[src/hdl/dpsc_pkg.sv]
// ----------------------------------------------------------------------------
// dpsc_pkg: shared types for the directional PID speed controller
// Item formats of the request and response channels and the register indexes.
// ----------------------------------------------------------------------------
package dpsc_pkg;

   // Configuration port geometry
   localparam int CsrAddrW = 3;
   localparam int CsrDataW = 16;

   // Register indexes; index 7 is unused and ignored on write
   typedef enum logic [CsrAddrW-1:0] {
      CSR_TARGET_SPEED = 3'd0,
      CSR_DIR_X        = 3'd1,
      CSR_DIR_Y        = 3'd2,
      CSR_DIR_Z        = 3'd3,
      CSR_GAIN_P       = 3'd4,
      CSR_GAIN_I       = 3'd5,
      CSR_GAIN_D       = 3'd6
   } csr_index_type;

   // Request item: drive flag, velocity (Q8.8), tick length (Q0.16)
   typedef struct packed {
      logic               drive_on;
      logic signed [15:0] vel_x;
      logic signed [15:0] vel_y;
      logic signed [15:0] vel_z;
      logic        [15:0] step_time;
   } req_type;

   // Response item: force along the direction (Q16.16, saturated)
   typedef struct packed {
      logic               drive_active;
      logic signed [31:0] force_x;
      logic signed [31:0] force_y;
      logic signed [31:0] force_z;
   } rsp_type;

endpackage

[src/hdl/directional_pid_speed_control.sv]
// ----------------------------------------------------------------------------
// directional_pid_speed_control: PID speed loop along a configured direction
// One shared 33x18 multiplier under a sequencer computes the projection,
// the integral update, the PID sum and the output force per tick.
// ----------------------------------------------------------------------------
// Usage:
//   req_*  : one item per control tick (drive flag, velocity, tick length).
//            Accepted when req_valid and req_ready are both high.
//   rsp_*  : exactly one result item per request item, in order.
//   csr_*  : register writes, taken on any edge with csr_we high; write only
//            while no item is in flight. Index 7 is ignored.
// Timing:
//   A drive-on item runs 16 sequencer steps on the shared multiplier (eleven
//   products, one issued per step, each registered before use), then one
//   step to hand the result to the output register once it is free. A
//   drive-off item clears the integral and last error and goes straight to
//   the hand-off step. A new item is taken only once the sequencer is idle,
//   so none is accepted until the previous one has been handed off.
// Reset:
//   Synchronous. Registers return to target 0, direction (1,0,0), gains 0;
//   the integral and last error are cleared and no result is pending.
// Stall:
//   The output register holds its item until rsp_ready. A finished item
//   waits in the sequencer until the output register is free; the next
//   request may be accepted while a result still waits on rsp.
// ----------------------------------------------------------------------------
module directional_pid_speed_control (
   input  logic                                clock,
   input  logic                                reset,
   // request channel
   input  logic                                req_valid,
   output logic                                req_ready,
   input  dpsc_pkg::req_type                   req_data,
   // response channel
   output logic                                rsp_valid,
   input  logic                                rsp_ready,
   output dpsc_pkg::rsp_type                   rsp_data,
   // configuration port
   input  logic                                csr_we,
   input  logic [dpsc_pkg::CsrAddrW-1:0]       csr_addr,
   input  logic [dpsc_pkg::CsrDataW-1:0]       csr_wdata
);
   import dpsc_pkg::*;

   localparam logic signed [31:0] W32Max = 32'sh7fffffff;
   localparam logic signed [31:0] W32Min = 32'sh80000000;
   localparam logic signed [47:0] SumMax = 48'sh7fffffffffff;
   localparam logic signed [47:0] SumMin = 48'sh800000000000;

   typedef enum logic [4:0] {
      ST_IDLE,
      ST_MUL_VX,
      ST_MUL_VY,
      ST_MUL_VZ,
      ST_DOT_END,
      ST_ERROR,
      ST_MUL_DT,
      ST_MUL_P,
      ST_MUL_D,
      ST_MUL_ILO,
      ST_MUL_IHI,
      ST_ACC_END,
      ST_SAT_U,
      ST_MUL_FX,
      ST_MUL_FY,
      ST_MUL_FZ,
      ST_FZ,
      ST_DONE
   } state_type;

   // Saturate dir*u >>> 14 to 32 bits
   function automatic logic signed [31:0] sat_force(input logic signed [50:0] p);
      logic signed [31:0] r;
      if ((&p[50:45]) || !(|p[50:45])) begin
         r = p[45:14];
      end else begin
         r = p[50] ? W32Min : W32Max;
      end
      return r;
   endfunction

   // Control and state registers
   state_type          state_ff;
   logic               rsp_valid_ff;
   rsp_type            rsp_ff;
   logic signed [15:0] target_speed_ff;
   logic signed [15:0] dir_x_ff;
   logic signed [15:0] dir_y_ff;
   logic signed [15:0] dir_z_ff;
   logic signed [15:0] gain_p_ff;
   logic signed [15:0] gain_i_ff;
   logic signed [15:0] gain_d_ff;
   logic signed [31:0] last_error_ff;
   logic signed [47:0] error_sum_ff;

   // Datapath registers
   req_type            req_ff;
   logic signed [50:0] prod_ff;
   logic signed [65:0] acc_ff;
   logic signed [31:0] e_ff;
   logic signed [32:0] d_ff;
   logic signed [31:0] u_ff;
   logic               active_ff;
   logic signed [31:0] force_x_ff;
   logic signed [31:0] force_y_ff;
   logic signed [31:0] force_z_ff;

   // Combinational values
   logic signed [32:0] mul_a_in;
   logic signed [17:0] mul_b_in;
   logic signed [65:0] prod_ext;
   logic signed [31:0] e_in;
   logic signed [32:0] d_in;
   logic signed [48:0] sum_wide;
   logic signed [47:0] error_sum_in;
   logic signed [31:0] u_in;
   logic               req_fire;
   logic               rsp_free;

   assign req_ready = (state_ff == ST_IDLE);
   assign req_fire  = req_valid && req_ready;
   assign rsp_valid = rsp_valid_ff;
   assign rsp_data  = rsp_ff;
   assign rsp_free  = !rsp_valid_ff || rsp_ready;

   // Operand select for the shared multiplier
   always_comb begin
      mul_a_in = '0;
      mul_b_in = '0;
      unique case (state_ff)
         ST_MUL_VX: begin
            mul_a_in = {{17{req_ff.vel_x[15]}}, req_ff.vel_x};
            mul_b_in = {{2{dir_x_ff[15]}}, dir_x_ff};
         end
         ST_MUL_VY: begin
            mul_a_in = {{17{req_ff.vel_y[15]}}, req_ff.vel_y};
            mul_b_in = {{2{dir_y_ff[15]}}, dir_y_ff};
         end
         ST_MUL_VZ: begin
            mul_a_in = {{17{req_ff.vel_z[15]}}, req_ff.vel_z};
            mul_b_in = {{2{dir_z_ff[15]}}, dir_z_ff};
         end
         ST_MUL_DT: begin
            mul_a_in = {e_ff[31], e_ff};
            mul_b_in = {2'b00, req_ff.step_time};
         end
         ST_MUL_P: begin
            mul_a_in = {e_ff[31], e_ff};
            mul_b_in = {{2{gain_p_ff[15]}}, gain_p_ff};
         end
         ST_MUL_D: begin
            mul_a_in = d_ff;
            mul_b_in = {{2{gain_d_ff[15]}}, gain_d_ff};
         end
         ST_MUL_ILO: begin
            // low 16 bits of the integral as an unsigned part
            mul_a_in = {17'b0, error_sum_ff[15:0]};
            mul_b_in = {{2{gain_i_ff[15]}}, gain_i_ff};
         end
         ST_MUL_IHI: begin
            mul_a_in = {error_sum_ff[47], error_sum_ff[47:16]};
            mul_b_in = {{2{gain_i_ff[15]}}, gain_i_ff};
         end
         ST_MUL_FX: begin
            mul_a_in = {u_ff[31], u_ff};
            mul_b_in = {{2{dir_x_ff[15]}}, dir_x_ff};
         end
         ST_MUL_FY: begin
            mul_a_in = {u_ff[31], u_ff};
            mul_b_in = {{2{dir_y_ff[15]}}, dir_y_ff};
         end
         ST_MUL_FZ: begin
            mul_a_in = {u_ff[31], u_ff};
            mul_b_in = {{2{dir_z_ff[15]}}, dir_z_ff};
         end
         default: begin
            mul_a_in = '0;
            mul_b_in = '0;
         end
      endcase
   end

   // Error, derivative, integral and control-value arithmetic
   always_comb begin
      prod_ext = {{15{prod_ff[50]}}, prod_ff};
      // e = target<<8 - (dot >>> 6); dot fits 34 bits, e fits 32
      e_in = {{8{target_speed_ff[15]}}, target_speed_ff, 8'b0} - acc_ff[37:6];
      d_in = {e_ff[31], e_ff} - {last_error_ff[31], last_error_ff};
      // integral step: (e*dt) >>> 16, then saturate to 48 bits
      sum_wide = {error_sum_ff[47], error_sum_ff}
               + {{14{prod_ff[50]}}, prod_ff[50:16]};
      if (sum_wide[48] != sum_wide[47]) begin
         error_sum_in = sum_wide[48] ? SumMin : SumMax;
      end else begin
         error_sum_in = sum_wide[47:0];
      end
      // u = sat32(acc >>> 8)
      if ((&acc_ff[65:39]) || !(|acc_ff[65:39])) begin
         u_in = acc_ff[39:8];
      end else begin
         u_in = acc_ff[65] ? W32Min : W32Max;
      end
   end

   // Shared multiplier, product registered
   always_ff @(posedge clock) begin
      prod_ff <= mul_a_in * mul_b_in;
   end

   // Sequencer, registers and datapath
   always_ff @(posedge clock) begin
      if (reset) begin
         state_ff        <= ST_IDLE;
         rsp_valid_ff    <= 1'b0;
         target_speed_ff <= '0;
         dir_x_ff        <= 16'sd16384;
         dir_y_ff        <= '0;
         dir_z_ff        <= '0;
         gain_p_ff       <= '0;
         gain_i_ff       <= '0;
         gain_d_ff       <= '0;
         last_error_ff   <= '0;
         error_sum_ff    <= '0;
      end else begin
         // register writes
         if (csr_we) begin
            unique case (csr_addr)
               CSR_TARGET_SPEED: target_speed_ff <= csr_wdata;
               CSR_DIR_X:        dir_x_ff        <= csr_wdata;
               CSR_DIR_Y:        dir_y_ff        <= csr_wdata;
               CSR_DIR_Z:        dir_z_ff        <= csr_wdata;
               CSR_GAIN_P:       gain_p_ff       <= csr_wdata;
               CSR_GAIN_I:       gain_i_ff       <= csr_wdata;
               CSR_GAIN_D:       gain_d_ff       <= csr_wdata;
               default: ;
            endcase
         end

         // output register drains; a hand-off in ST_DONE refills it instead
         if (rsp_valid_ff && rsp_ready && state_ff != ST_DONE) begin
            rsp_valid_ff <= 1'b0;
         end

         unique case (state_ff)
            ST_IDLE: begin
               if (req_fire) begin
                  req_ff <= req_data;
                  if (req_data.drive_on) begin
                     active_ff <= 1'b1;
                     state_ff  <= ST_MUL_VX;
                  end else begin
                     // drive off: controller reset, zero force
                     active_ff     <= 1'b0;
                     force_x_ff    <= '0;
                     force_y_ff    <= '0;
                     force_z_ff    <= '0;
                     last_error_ff <= '0;
                     error_sum_ff  <= '0;
                     state_ff      <= ST_DONE;
                  end
               end
            end
            ST_MUL_VX: state_ff <= ST_MUL_VY;
            ST_MUL_VY: begin
               acc_ff   <= prod_ext;
               state_ff <= ST_MUL_VZ;
            end
            ST_MUL_VZ: begin
               acc_ff   <= acc_ff + prod_ext;
               state_ff <= ST_DOT_END;
            end
            ST_DOT_END: begin
               acc_ff   <= acc_ff + prod_ext;
               state_ff <= ST_ERROR;
            end
            ST_ERROR: begin
               e_ff     <= e_in;
               state_ff <= ST_MUL_DT;
            end
            ST_MUL_DT: begin
               d_ff     <= d_in;
               state_ff <= ST_MUL_P;
            end
            ST_MUL_P: begin
               error_sum_ff  <= error_sum_in;
               last_error_ff <= e_ff;
               state_ff      <= ST_MUL_D;
            end
            ST_MUL_D: begin
               acc_ff   <= prod_ext;
               state_ff <= ST_MUL_ILO;
            end
            ST_MUL_ILO: begin
               acc_ff   <= acc_ff + prod_ext;
               state_ff <= ST_MUL_IHI;
            end
            ST_MUL_IHI: begin
               acc_ff   <= acc_ff + prod_ext;
               state_ff <= ST_ACC_END;
            end
            ST_ACC_END: begin
               // product of the upper integral bits (47:16) sits 16 bits up
               acc_ff   <= acc_ff + (prod_ext <<< 16);
               state_ff <= ST_SAT_U;
            end
            ST_SAT_U: begin
               u_ff     <= u_in;
               state_ff <= ST_MUL_FX;
            end
            ST_MUL_FX: state_ff <= ST_MUL_FY;
            ST_MUL_FY: begin
               force_x_ff <= sat_force(prod_ff);
               state_ff   <= ST_MUL_FZ;
            end
            ST_MUL_FZ: begin
               force_y_ff <= sat_force(prod_ff);
               state_ff   <= ST_FZ;
            end
            ST_FZ: begin
               force_z_ff <= sat_force(prod_ff);
               state_ff   <= ST_DONE;
            end
            ST_DONE: begin
               // hand off once the output register is free
               if (rsp_free) begin
                  rsp_ff.drive_active <= active_ff;
                  rsp_ff.force_x      <= force_x_ff;
                  rsp_ff.force_y      <= force_y_ff;
                  rsp_ff.force_z      <= force_z_ff;
                  rsp_valid_ff        <= 1'b1;
                  state_ff            <= ST_IDLE;
               end
            end
            default: state_ff <= ST_IDLE;
         endcase
      end
   end

   // Drive-off item clears the controller state
   a_drive_off_clears: assert property (@(posedge clock) disable iff (reset)
      req_valid && req_ready && !req_data.drive_on
      |=> error_sum_ff == '0 && last_error_ff == '0)
      else $error("controller state not cleared by drive-off item");

   // An inactive result carries zero force
   a_inactive_zero: assert property (@(posedge clock) disable iff (reset)
      rsp_valid && !rsp_data.drive_active
      |-> rsp_data.force_x == '0 && rsp_data.force_y == '0 && rsp_data.force_z == '0)
      else $error("inactive result with nonzero force");

   // A finished item waits while the output register is still occupied
   a_done_waits: assert property (@(posedge clock) disable iff (reset)
      state_ff == ST_DONE && rsp_valid_ff && !rsp_ready
      |=> state_ff == ST_DONE && rsp_valid_ff)
      else $error("pending result overwritten");

endmodule
[config.mk]
export PLATFORM = sky130hd
export DESIGN_NAME = directional_pid_speed_control
export DESIGN_NICKNAME = d
export VERILOG_FILES = /design/src/hdl/dpsc_pkg.sv /design/src/hdl/directional_pid_speed_control.sv
export SDC_FILE = /design/constraint.sdc
export NUM_CORES = 2
export LEC_CHECK = 0
export ABC_CLOCK_PERIOD_IN_PS = 12500
export BUFFER_PORTS_ARGS = -buffer_cell sky130_fd_sc_hd__buf_2
export CORE_MARGIN = 8
export CORE_UTILIZATION = 60
export DETAILED_ROUTE_END_ITERATION = 6
export GPL_TIMING_DRIVEN = 0
export PLACE_DENSITY = 0.85
export SYNTH_ARGS = -nofsm -noshare
export SYNTH_HDL_FRONTEND = slang
export SYNTH_SLANG_ARGS = --single-unit
[constraint.sdc]
create_clock -name clock -period 12.5 [get_ports clock]
set_clock_uncertainty 0.05 [all_clocks]
set_input_delay 2.5 -clock clock [delete_from_list [all_inputs] [get_ports clock]]
set_output_delay 2.5 -clock clock [all_outputs]
set_load 0.01 [all_outputs]
==> run_results.csv <==
group,metric,value,unit
cts,insertion_delay,0.70,ns
cts,clk_pin_slew_worst_paths,0.06,ns
finish,area_growth,10.1,%
worst_setup_path,critical_path.max_stage_delay,1.06,ns
logic_synthesis,ys.flop_type,"edfxtp_1",
route,num_vias,50027,
floorplan,core_region_area,0.0935,mm^2
sta,setup-violations-final,0,
cts,cts_hold_buffers,0,
hold_path,min-delay-path-class,"flop to flop",
floorplan,ios,188,
worst_setup_path,timing.critical_path.arrival,12.77,ns
logic_synthesis,proportion_of_synthesized_chip_area_in_sequential_cells,0.311,
logic_synthesis,postSynthCellCount,6158,
worst_setup_path,path_delay_family,"compound AO/OA/AOI/OAI gates",
route,route.antenna.remaining_nets,0,
floorplan,num_rows,112,
logic_synthesis,synth_nets,7161,
logic_synthesis,avgSynthCellArea,9.20,um^2
cts,postCtsSetupRepairBufs,0,
worst_setup_path,crit_fanout,10,
logic_synthesis,post_synth_main_area_contributors,"edfxtp_1, fa_1, dfxtp_1",
sta,period_share,0.989,
placed_design,globalplace.congestion,1.12,
sta,min_period,12.37,ns
worst_setup_path,crit_path_start_kind,"flop",
floorplan,initial_core_util,0.606,
logic_synthesis,synth_enable_flop_cells,421,
cts,clock_sinks,670,
cts,cts_inserted_buffers,76,
floorplan,floorplan.die_area,0.104,mm^2
sta,rsz0062_at_grt,"no",
logic_synthesis,synth-warning-count,0,
logic_synthesis,post_synth_most_frequent_cells,"inv_1, nand2_1, nor2_1",
status,outcome,"complete, but fails checks",
power_and_ir_drop,static-leakage-power,0.0272,uW
global_routing,first_global_vias,49288,
logic_synthesis,netlist.area_leader.share,0.223,
cts,cts_max_path_buffers,3,
cts,cts-root-buf,"clkbuf_16",
status,violations,"design-rule violations, max-capacitance violations, max-slew violations",
logic_synthesis,synthMostInstantiatedCell,"inv_1",
sta,fin_setup_tns,0,ns
route,route.detailed.vias_per_inst,6.41,
logic_synthesis,synthDistinctLibCells,95,
power_and_ir_drop,ir_worst_vdd,0.000126,V
global_routing,grt-ovfl-total,0,
sta,final-hold-violation-count,0,
placed_design,portbufs,187,
worst_setup_path,critPathBufInv,8,
logic_synthesis,mappedNetlistArea,0.0566,mm^2
power_and_ir_drop,design_power_total,6340,uW
finish,final_nets,7468,
placed_design,post-dp-hpwl,166,mm
sta,timing.slew.headroom,-0.0619,
route,drt_drc_violations_left,16,
global_routing,grt_start_max_net_pins,32,
logic_synthesis,postSynthRegisterBits,670,
cts,cts_tree,"yes",
worst_setup_path,required,12.90,ns
global_routing,grt_first_pass_wirelength,309,mm
power_and_ir_drop,powerDensity,102,mW/mm^2
global_routing,antenna_found_initial,22,
global_routing,grt_use_total,0.400,
logic_synthesis,async_flop_share,0,
cts,cts.htree.levels,3,
sta,max_freq,0.0809,GHz
worst_setup_path,timing.critical_path.to_type,"flop",
finish,drive_gt1_frac,0.0734,
floorplan,die_width,323,um
worst_setup_path,critical-path-slowest-cell,"a211oi_2",
run,max_cap_viol_count,1,
route,detail_route.wirelength,212,mm
cts,cts_resized,0,
route,drt_first_iter_violations,7147,
sta,final_max_slew_viol_count,8,
worst_setup_path,cp_common_cell,"fa_1",
route,detail_route.first_pass.iterations,7,
logic_synthesis,synthDominantAreaCellType,"edfxtp_1",
floorplan,chipHeight,323,um
worst_setup_path,criticalPathCategory,"flop to flop",
route,final_routed_wire_length_divided_by_cell_count,27.2,um
sta,worstMarginPinSlew,1.59,ns
==> cells in the final DEF, fill, tap and decap left out, types with 14 or more instances in the layout <==
master | Yosys | layout
or3_1 | 15 | 15
o21ai_1 | 54 | 54
nand2_1 | 807 | 807
nor3_1 | 41 | 36
dfxtp_1 | 249 | 248
ha_1 | 340 | 340
buf_4 | 5 | 14
nor2b_1 | 32 | 32
o21ai_0 | 173 | 173
buf_2 | 36 | 224
o211ai_1 | 19 | 19
inv_1 | 824 | 824
buf_1 | 26 | 26
clkinv_2 | 0 | 14
xor2_1 | 90 | 90
a222oi_1 | 60 | 60
and3_1 | 49 | 49
a211oi_1 | 22 | 18
clkbuf_1 | 224 | 238
a21oi_1 | 428 | 425
nor2_1 | 639 | 638
fa_1 | 574 | 574
a31oi_1 | 28 | 28
o31ai_1 | 18 | 18
nor4_1 | 19 | 17
o21bai_1 | 45 | 45
o221ai_1 | 19 | 19
o21a_1 | 35 | 35
xnor2_1 | 163 | 163
nand3_1 | 115 | 115
edfxtp_1 | 421 | 421
nand2b_1 | 52 | 52
buf_6 | 0 | 24
clkbuf_16 | 0 | 80
a22oi_1 | 86 | 86
nand4_1 | 53 | 53
diode_2 | 0 | 17
and2_1 | 34 | 34
a21o_1 | 155 | 155
==> per-layer routing <==
layer	wire length (um)	vias up	global-route usage
met1	73800	24105	0.496
met3	29600	955	0.129
met4	18800	32	0.279
met5	212	-	0
met2	89500	3616	0.591
li1	-	21319	-
==> registers in the layout, indices dropped and copies added, names as in the netlist, 32 cells and up <==
register / cells
error_sum_ff: 48
e_ff: 32
prod_ff: 51
last_error_ff: 32
u_ff: 32
d_ff: 33
force_z_ff: 32
force_y_ff: 32
acc_ff: 66
rsp_data: 97
req_ff: 64
force_x_ff: 32
==> layout make-up <==
| type | instances | area [um^2] |
|---|---|---|
| flip-flops and latches | 670 | 17600 |
| well taps | 1254 | 1570 |
| diodes | 17 | 42.5 |
| clock inverters | 34 | 374 |
| multi-input cells | 4370 | 34900 |
| repair buffers | 229 | 1430 |
| inverters | 825 | 3100 |
| plain buffers | 293 | 1170 |
| fillers | 7326 | 31100 |
| clock buffers | 108 | 2200 |
==> kinds of logic after synthesis <==
logic type	count (synthesis)	share of synthesized area
adder cells (fa/ha/maj)	914	0.278
flip-flops	670	0.311
AO/OA/AOI/OAI	1287	0.150
XOR/XNOR	253	0.0391
buffers and inverters	1118	0.0753
AND/OR/NAND/NOR	1907	0.145
multiplexers	9	0.00159
==> where the power goes <==
group	internal, uW	switching, uW
clock	1330	1000
sequential	2440	142
combinational	392	1030
==> worst paths after layout <==
check                      from           to  slack (ns)  cells after the start
setup / recovery    state_ff[0]  prod_ff[49]        0.13                     35
hold / removal    force_z_ff[9]  rsp_data[9]        0.35                      0
hold reg to reg   force_z_ff[9]  rsp_data[9]        0.35                      0
setup reg to reg    state_ff[0]  prod_ff[49]        0.13                     35
==> through the flow <==
stage	setup WS, ns	instance area, um^2	util	cells	hold WS (ns)
6_report	0.134	62400	0.667	7800	0.348
4_1_cts	0.668	62300	0.667	7783	0.354
5_1_grt	0.224	62400	0.667	7790	0.350
2_1_floorplan	1.77	56600	-	6158	0.350
3_3_place_gp	-1.57	59200	0.633	7599	0.351
3_5_place_dp	0.796	59800	0.639	7641	0.355
Note: power is estimated with default switching activity, not from simulation.
